File: config.mk
export PLATFORM = sky130hd
export DESIGN_NAME = imap_command_tokenizer_core
export DESIGN_NICKNAME = d
export VERILOG_FILES = /design/src/rtl/imap_tok_pkg.sv /design/src/rtl/imap_command_tokenizer_core.sv /design/src/rtl/imap_tok_step.sv /design/src/rtl/imap_tok_outq.sv
export SDC_FILE = /design/constraint.sdc
export NUM_CORES = 1
export LEC_CHECK = 0
export BUFFER_PORTS_ARGS = -buffer_cell sky130_fd_sc_hd__buf_2
export CORE_MARGIN = 2
export CORE_UTILIZATION = 40
export CTS_BUF_LIST = sky130_fd_sc_hd__clkbuf_16
export DETAILED_ROUTE_END_ITERATION = 7
export GPL_TIMING_DRIVEN = 0
export PLACE_DENSITY = 0.58
export SLEW_MARGIN = 25
export SYNTH_ARGS = -nofsm -noshare
export SYNTH_HDL_FRONTEND = slang
export SYNTH_SLANG_ARGS = --single-unit
File: constraint.sdc
create_clock -name clk -period 5.85 [get_ports clk]
set_input_delay 1.17 -clock clk [delete_from_list [all_inputs] [get_ports clk]]
set_output_delay 1.17 -clock clk [all_outputs]
set_load 0.02 [all_outputs]
File: src/rtl/imap_tok_pkg.sv
// ----------------------------------------------------------------------------
// imap_tok_pkg
// Types, codes and limits shared by the command line tokenizer modules.
// ----------------------------------------------------------------------------
package imap_tok_pkg;

	localparam int TAG_MAX     = 64;
	localparam int COMMAND_MAX = 32;
	localparam int ARGS_MAX    = 1024;

	localparam int TAG_W = $clog2(TAG_MAX);
	localparam int CMD_W = $clog2(COMMAND_MAX);
	localparam int ARG_W = $clog2(ARGS_MAX);

	// parser phases
	localparam logic [2:0] PH_LEAD      = 3'd0;
	localparam logic [2:0] PH_TAG       = 3'd1;
	localparam logic [2:0] PH_GAP1      = 3'd2;
	localparam logic [2:0] PH_CMD       = 3'd3;
	localparam logic [2:0] PH_GAP2      = 3'd4;
	localparam logic [2:0] PH_ARGS      = 3'd5;
	localparam logic [2:0] PH_END_EMPTY = 3'd6;
	localparam logic [2:0] PH_END       = 3'd7;

	// result kinds
	localparam logic [1:0] KIND_TAG = 2'd0;
	localparam logic [1:0] KIND_CMD = 2'd1;
	localparam logic [1:0] KIND_ARG = 2'd2;
	localparam logic [1:0] KIND_SUM = 2'd3;

	// summary status
	localparam logic [1:0] ST_OK     = 2'd0;
	localparam logic [1:0] ST_EMPTY  = 2'd1;
	localparam logic [1:0] ST_NO_TAG = 2'd2;
	localparam logic [1:0] ST_NO_CMD = 2'd3;

	typedef struct packed {
		logic [2:0]       phase;
		logic             first;
		logic [TAG_W-1:0] tag_cnt;
		logic [CMD_W-1:0] cmd_cnt;
		logic [ARG_W-1:0] arg_idx;
		logic [ARG_W-1:0] arg_trim;
	} tok_state_t;

	typedef struct packed {
		logic [1:0] kind;
		logic [7:0] data;
		logic [9:0] pos;
		logic [1:0] status;
		logic [5:0] tag_len;
		logic [4:0] cmd_len;
		logic [9:0] arg_len;
		logic       last;
	} tok_res_t;

	typedef struct packed {
		logic push_byte;
		logic push_sum;
	} tok_push_t;

	function automatic tok_state_t tok_line_start();
		tok_state_t s;
		s          = '0;
		s.phase    = PH_LEAD;
		s.first    = 1'b1;
		return s;
	endfunction

endpackage

File: src/rtl/imap_command_tokenizer_core.sv
// Path: a kept byte goes from the input register through the parser into the
// result queue, which offers it at the output. Throughput: one input byte per
// cycle while the queue has room; the last byte of a line that also keeps a byte
// yields two output beats, which the two-entry result queue absorbs.
// Reset: clears the input register and result queue and returns the parser to
// line start; payload registers are not reset.
// ----------------------------------------------------------------------------
// imap_command_tokenizer_core
// Splits a byte stream of IMAP command lines into tag, command and argument
// beats plus one summary beat per line.
// ----------------------------------------------------------------------------
module imap_command_tokenizer_core (
	input  logic       clk,
	input  logic       arst_n,
	input  logic       in_valid,
	output logic       in_ready,
	input  logic [7:0] line_byte,
	input  logic       line_end,
	output logic       out_valid,
	input  logic       out_ready,
	output logic [1:0] item_kind,
	output logic [7:0] field_byte,
	output logic [9:0] field_position,
	output logic [1:0] parse_status,
	output logic [5:0] tag_length,
	output logic [4:0] command_length,
	output logic [9:0] args_length,
	output logic       run_last
);

	logic                     valid_s1;
	logic [7:0]               byte_s1;
	logic                     end_s1;
	imap_tok_pkg::tok_state_t state_q, state_nxt;
	logic                     byte_valid, sum_valid;
	imap_tok_pkg::tok_res_t   byte_res, sum_res, head;
	imap_tok_pkg::tok_push_t  push;
	logic [1:0]               free, need;
	logic                     advance;

	imap_tok_step u_step (
		.st        (state_q),
		.data      (byte_s1),
		.last      (end_s1),
		.nst       (state_nxt),
		.byte_valid(byte_valid),
		.byte_res  (byte_res),
		.sum_valid (sum_valid),
		.sum_res   (sum_res)
	);

	assign need    = 2'(byte_valid) + 2'(sum_valid);
	assign advance = valid_s1 && (need <= free);
	assign in_ready = !valid_s1 || advance;

	assign push.push_byte = advance && byte_valid;
	assign push.push_sum  = advance && sum_valid;

	imap_tok_outq u_outq (
		.clk      (clk),
		.arst_n   (arst_n),
		.push     (push),
		.d_byte   (byte_res),
		.d_sum    (sum_res),
		.out_ready(out_ready),
		.out_valid(out_valid),
		.head     (head),
		.free     (free)
	);

	// hold the beat in the input register until the queue has room
	always_ff @(posedge clk) begin
		if (in_valid && in_ready) begin
			byte_s1 <= line_byte;
			end_s1  <= line_end;
		end
	end

	always_ff @(posedge clk or negedge arst_n) begin
		if (!arst_n) begin
			valid_s1 <= 1'b0;
			state_q  <= imap_tok_pkg::tok_line_start();
		end else begin
			if (in_valid && in_ready) valid_s1 <= 1'b1;
			else if (advance) valid_s1 <= 1'b0;
			if (advance) state_q <= state_nxt;
		end
	end

	assign item_kind      = head.kind;
	assign field_byte     = head.data;
	assign field_position = head.pos;
	assign parse_status   = head.status;
	assign tag_length     = head.tag_len;
	assign command_length = head.cmd_len;
	assign args_length    = head.arg_len;
	assign run_last       = head.last;

endmodule

File: src/rtl/imap_tok_step.sv
// ----------------------------------------------------------------------------
// imap_tok_step
// Per-byte parser logic: next parser state, optional byte result and the
// line summary on the last byte.
// ----------------------------------------------------------------------------
module imap_tok_step (
	input  imap_tok_pkg::tok_state_t st,
	input  logic [7:0]               data,
	input  logic                     last,
	output imap_tok_pkg::tok_state_t nst,
	output logic                     byte_valid,
	output imap_tok_pkg::tok_res_t   byte_res,
	output logic                     sum_valid,
	output imap_tok_pkg::tok_res_t   sum_res
);

	logic sp;

	assign sp = (data == 8'h20) || (data inside {[8'h09:8'h0D]});

	always_comb begin
		logic [2:0] ph;
		logic       done;
		nst        = st;
		byte_valid = 1'b0;
		byte_res   = '0;
		sum_valid  = 1'b0;
		sum_res    = '0;
		ph         = st.phase;
		done       = 1'b0;

		if (st.phase != imap_tok_pkg::PH_END && st.phase != imap_tok_pkg::PH_END_EMPTY) begin
			if (data == 8'h00) begin
				nst.phase = st.first ? imap_tok_pkg::PH_END_EMPTY : imap_tok_pkg::PH_END;
			end else begin
				nst.first = 1'b0;
				if (ph == imap_tok_pkg::PH_LEAD) begin
					if (sp) done = 1'b1;
					else ph = imap_tok_pkg::PH_TAG;
				end
				if (!done && ph == imap_tok_pkg::PH_TAG) begin
					if (sp) begin
						ph   = imap_tok_pkg::PH_GAP1;
						done = 1'b1;
					end else if (st.tag_cnt <
						imap_tok_pkg::TAG_W'(imap_tok_pkg::TAG_MAX - 1)) begin
						byte_valid    = 1'b1;
						byte_res.kind = imap_tok_pkg::KIND_TAG;
						byte_res.data = data;
						byte_res.pos  = 10'(st.tag_cnt);
						nst.tag_cnt   = st.tag_cnt + imap_tok_pkg::TAG_W'(1);
						done          = 1'b1;
					end else begin
						// tag full: spill straight into the command
						ph = imap_tok_pkg::PH_CMD;
					end
				end
				if (!done && ph == imap_tok_pkg::PH_GAP1) begin
					if (sp) done = 1'b1;
					else ph = imap_tok_pkg::PH_CMD;
				end
				if (!done && ph == imap_tok_pkg::PH_CMD) begin
					if (sp) begin
						ph   = imap_tok_pkg::PH_GAP2;
						done = 1'b1;
					end else if (st.cmd_cnt <
						imap_tok_pkg::CMD_W'(imap_tok_pkg::COMMAND_MAX - 1)) begin
						byte_valid    = 1'b1;
						byte_res.kind = imap_tok_pkg::KIND_CMD;
						byte_res.data = (data inside {[8'h61:8'h7A]}) ? data - 8'h20 : data;
						byte_res.pos  = 10'(st.cmd_cnt);
						nst.cmd_cnt   = st.cmd_cnt + imap_tok_pkg::CMD_W'(1);
						done          = 1'b1;
					end else begin
						ph = imap_tok_pkg::PH_ARGS;
					end
				end
				if (!done && ph == imap_tok_pkg::PH_GAP2) begin
					if (sp) done = 1'b1;
					else ph = imap_tok_pkg::PH_ARGS;
				end
				if (!done && ph == imap_tok_pkg::PH_ARGS) begin
					if (st.arg_idx < imap_tok_pkg::ARG_W'(imap_tok_pkg::ARGS_MAX - 1)) begin
						byte_valid    = 1'b1;
						byte_res.kind = imap_tok_pkg::KIND_ARG;
						byte_res.data = data;
						byte_res.pos  = 10'(st.arg_idx);
						nst.arg_idx   = st.arg_idx + imap_tok_pkg::ARG_W'(1);
						if (!sp) nst.arg_trim = st.arg_idx + imap_tok_pkg::ARG_W'(1);
					end
				end
				nst.phase = ph;
			end
		end

		if (last) begin
			sum_valid    = 1'b1;
			sum_res.kind = imap_tok_pkg::KIND_SUM;
			sum_res.last = 1'b1;
			if (nst.phase == imap_tok_pkg::PH_END_EMPTY) begin
				sum_res.status = imap_tok_pkg::ST_EMPTY;
			end else begin
				if (nst.tag_cnt == '0) sum_res.status = imap_tok_pkg::ST_NO_TAG;
				else if (nst.cmd_cnt == '0) sum_res.status = imap_tok_pkg::ST_NO_CMD;
				else sum_res.status = imap_tok_pkg::ST_OK;
				sum_res.tag_len = 6'(nst.tag_cnt);
				sum_res.cmd_len = 5'(nst.cmd_cnt);
				sum_res.arg_len = 10'(nst.arg_trim);
			end
			nst = imap_tok_pkg::tok_line_start();
		end

		byte_res.last = byte_valid && !last;
	end

endmodule

File: src/rtl/imap_tok_outq.sv
// ----------------------------------------------------------------------------
// imap_tok_outq
// Two-entry result queue; takes up to two results per cycle in order and
// hands out one beat per cycle while out_ready is high.
// ----------------------------------------------------------------------------
module imap_tok_outq (
	input  logic                   clk,
	input  logic                   arst_n,
	input  imap_tok_pkg::tok_push_t push,
	input  imap_tok_pkg::tok_res_t d_byte,
	input  imap_tok_pkg::tok_res_t d_sum,
	input  logic                   out_ready,
	output logic                   out_valid,
	output imap_tok_pkg::tok_res_t head,
	output logic [1:0]             free
);

	imap_tok_pkg::tok_res_t slot0_q, slot1_q;
	logic       wr_q, rd_q;
	logic [1:0] count_q;
	logic       pop;
	logic       sum_ptr;

	assign out_valid = (count_q != 2'd0);
	assign head      = rd_q ? slot1_q : slot0_q;
	assign free      = 2'd2 - count_q;
	assign pop       = out_valid && out_ready;
	assign sum_ptr   = wr_q ^ push.push_byte;

	always_ff @(posedge clk) begin
		if (push.push_byte) begin
			if (wr_q) slot1_q <= d_byte;
			else slot0_q <= d_byte;
		end
		if (push.push_sum) begin
			if (sum_ptr) slot1_q <= d_sum;
			else slot0_q <= d_sum;
		end
	end

	always_ff @(posedge clk or negedge arst_n) begin
		if (!arst_n) begin
			wr_q    <= 1'b0;
			rd_q    <= 1'b0;
			count_q <= 2'd0;
		end else begin
			wr_q    <= wr_q ^ push.push_byte ^ push.push_sum;
			rd_q    <= rd_q ^ pop;
			count_q <= count_q + 2'(push.push_byte) + 2'(push.push_sum) - 2'(pop);
		end
	end

endmodule

==> key figures <==
Worst setup path
  • CP max-delay cell: dfrtp_1
  • CP cell instances: ha_1 -> nand4_1 -> o31ai_1 -> and4_1 -> clkbuf_1 -> o21a_1 -> nor2_1 -> nor2_2 -> ha_1 -> ha_1 -> nor2b_1 -> o21ai_1 -> and2_1 -> buf_1 -> nand2_1 -> a21oi_4 -> inv_2 -> ha_1 -> fa_1 -> xor2_1 -> xnor2_1
  • Critical Path Sink Type: flop
  • WP data arrival: 5730 ps
  • Crit path buf inv count: 3
  • Worst Path Required: 6150 ps
  • Crit-path leading delay family: adder cells
  • Startpoint types: flop
  • Cell repeated most along the worst path: ha_1
  • Max incr delay on CP: 430 ps
  • Critical path type: reg2reg
  • CP Max Fanout: 10

CTS
  • Max Root-Sink Buffers: 2
  • Hold Buf Count CTS: 0
  • H-tree level count: 4
  • Clock sink count: 137
  • Reg clk slew, reported paths: 60 ps
  • Later-pin clock latency in the skew report: 420 ps
  • Root Driver: clkbuf_16
  • Post-CTS Setup Bufs: 0
  • CTS tree: done
  • CTS buffer count: 17

Drt
  • DRC errors left: 0
  • Initial DRC Count: 483
  • Vias per std cell: 5.52
  • Routed length per instance: 18.5 µm
  • DRT Pass-1 Iters: 5
  • Antenna violation net count after detailed routing: 0
  • Total wire length: 20300 µm
  • Vias: 6031

Logic synthesis
  • Yosys cell types: 73
  • Post-synth top flop: dfxtp_1
  • Yosys reg bits: 137
  • Asr flop ratio synth: 29.2%
  • Cells after Synth: 779
  • Number of flops mapped to enable cells by yosys: 9
  • Cell Area, Synth: 7010 µm²
  • Register area share after synthesis: 43.3%
  • Syn_nets: 805
  • Mean Syn Cell Area: 8.99 µm²
  • Ys Warns: 0

Place
  • Placement Setup Slack: 57.7 ps
  • Post-DP HPWL: 15000 µm
  • # port buffers: 58
  • Placed Area: 7580 µm²
  • Final Wtd Congestion: 0.881

Layout
  • Most common cell after layout, fill and taps aside: nand2_1
  • Final Net Count: 882
  • Area growth from synthesis to layout: 16.6%
  • Post-route design area: 8170 µm²
  • Fin util: 47.4%
  • Share of cells above drive strength 1: 20.4%
  • ANT cells: 0
  • Commonest non-fill, non-tap cells in the layout: nand2_1 (116), dfxtp_1 (88), buf_2 (69), mux2_2 (50), nor2_1 (50)

Timing
  • Slew @ Worst Pin: 774 ps
  • Final setup margin: 422 ps
  • Final setup vio count: 0
  • Setup TNS Final: 0 ps
  • Fmax: 184 MHz
  • Final period util: 92.8%
  • Clock skew: 10.5 ps
  • Tmin final: 5430 ps
  • Final slew viol count: 0
  • Worst hold slack: 445 ps
  • Max transition margin: 48.2%
  • RSZ-0062 raised after global routing: false
  • Final hold viol count: 0

Global route
  • Gr ovfl total: 0
  • Tot GR Track Use: 22.5%
  • Vias in the first global route: 5476
  • Initial antenna violation count: 0
  • First-pass GRT wire length: 31500 µm
  • Largest net degree at the start of global routing: 41

Run status
  • Status: complete, no violations

Die
  • I/O pin cnt: 59
  • Total core area: 17200 µm²
  • Die Y: 136 µm
  • Initial Utilization: 40.7%
  • Die W: 136 µm
  • Die area: 18600 µm²
  • Rows: 48

Power and ir drop
  • Leakage: 3.45 nW
  • VDD IR max: 0.455 mV
  • P per Cell Area: 639 nW/µm²

Hold path
  • HP Class: reg2reg

Flow run
  • Max-cap viol count: 0
layer usage:
metal	part of all wire (%)	GRT usage (%)	routed length (µm)
met3	5.5	5.00	1120
met5	0	0	0
met2	44	33.2	9000
met4	2.3	7.29	457
met1	48	32.6	9690
synth_stat cells (all sizes together), types with 11 or more instances:
cell    instances  share of area, %
ha             12               2.1
dfxtp          88                25
dfrtp          39                14
clkbuf         28               1.5
a31oi          11               1.1
nand3          44               3.1
buf            19               1.4
nor3           11              0.95
o21ai          65               4.7
nand2b         11              0.98
nor2           54               3.0
mux2           50               8.0
o31ai          17               1.8
inv            16              0.86
a22oi          11               1.2
a21oi          37               2.8
nand2         117               6.3
mux2i          26               3.8
state kept, by name, summed over array words and instances, names as in the netlist:
name            flops
u_outq.rd_q         1
u_outq.slot1_q     44
state_q            35
u_outq.slot0_q     44
end_s1              1
valid_s1            1
u_outq.wr_q         1
u_outq.count_q      2
byte_s1             8
what timing repair did:
item | 4_1_cts | 5_1_grt
endpoints found under the setup margin | 0 | 100
hold endpoints to repair | 0 | 0
gates resized for setup | 0 | 4
report_power, final:
part	switching [mW]	internal [mW]	total, mW
combinational	1.91	0.887	2.80
sequential	0.158	1.20	1.36
clock	0.413	0.646	1.06
final cells by class:
class / instances / area [µm²]
Buffer: 47 / 206
Clock buffer: 18 / 450
Clock inverter: 13 / 125
Fill cell: 1651 / 9060
Inverter: 17 / 63.8
Multi-Input combinational cell: 578 / 3720
Sequential cell: 137 / 3030
Tap cell: 225 / 282
Timing Repair Buffer: 58 / 293
worst register-to-register path: stages (launching register included):
cell,delay (ps)
dfrtp_1,430
ha_1,260
nand4_1,270
o31ai_1,300
and4_1,220
clkbuf_1,180
o21a_1,210
nor2_1,90
nor2_2,340
ha_1,240
ha_1,240
nor2b_1,130
o21ai_1,260
and2_1,170
buf_1,310
nand2_1,210
a21oi_4,350
inv_2,110
ha_1,330
fa_1,380
xor2_1,160
xnor2_1,130
final timing paths:
kind | slack, ps | to | cells after the start | start
max reg2reg | 420 | u_outq.count_q[1] | 21 | state_q[26]
min | 440 | u_outq.slot0_q[4] | 2 | u_outq.slot0_q[4]
min reg2reg | 440 | u_outq.slot0_q[4] | 2 | u_outq.slot0_q[4]
min in group asynchronous | 730 | state_q[16] | 1 | arst_n
max | 420 | u_outq.count_q[1] | 21 | state_q[26]
max in group asynchronous | 4740 | state_q[31] | 1 | arst_n
kinds of logic (layout without fill, tap and decap cells):
logic type      Yosys count  in the layout  share of synthesized area, %
flops                   137            137                          43.3
buf+inv                  64            153                          3.86
compound gates          181            181                          16.2
fa+ha+maj                15             15                          2.71
xor+xnor                 13             13                          1.63
mux                      76             76                          11.8
simple gates            293            293                          20.4
through the flow:
step | total power [mW] | std cells
after floorplan | 3.28 | 779
after global placement | 4.12 | 1062
after detailed placement | 4.15 | 1062
after CTS | 5.22 | 1093
after global routing | 5.58 | 1093
final | 5.22 | 1093
No activity file was read; power rests on OpenSTA's default activity.
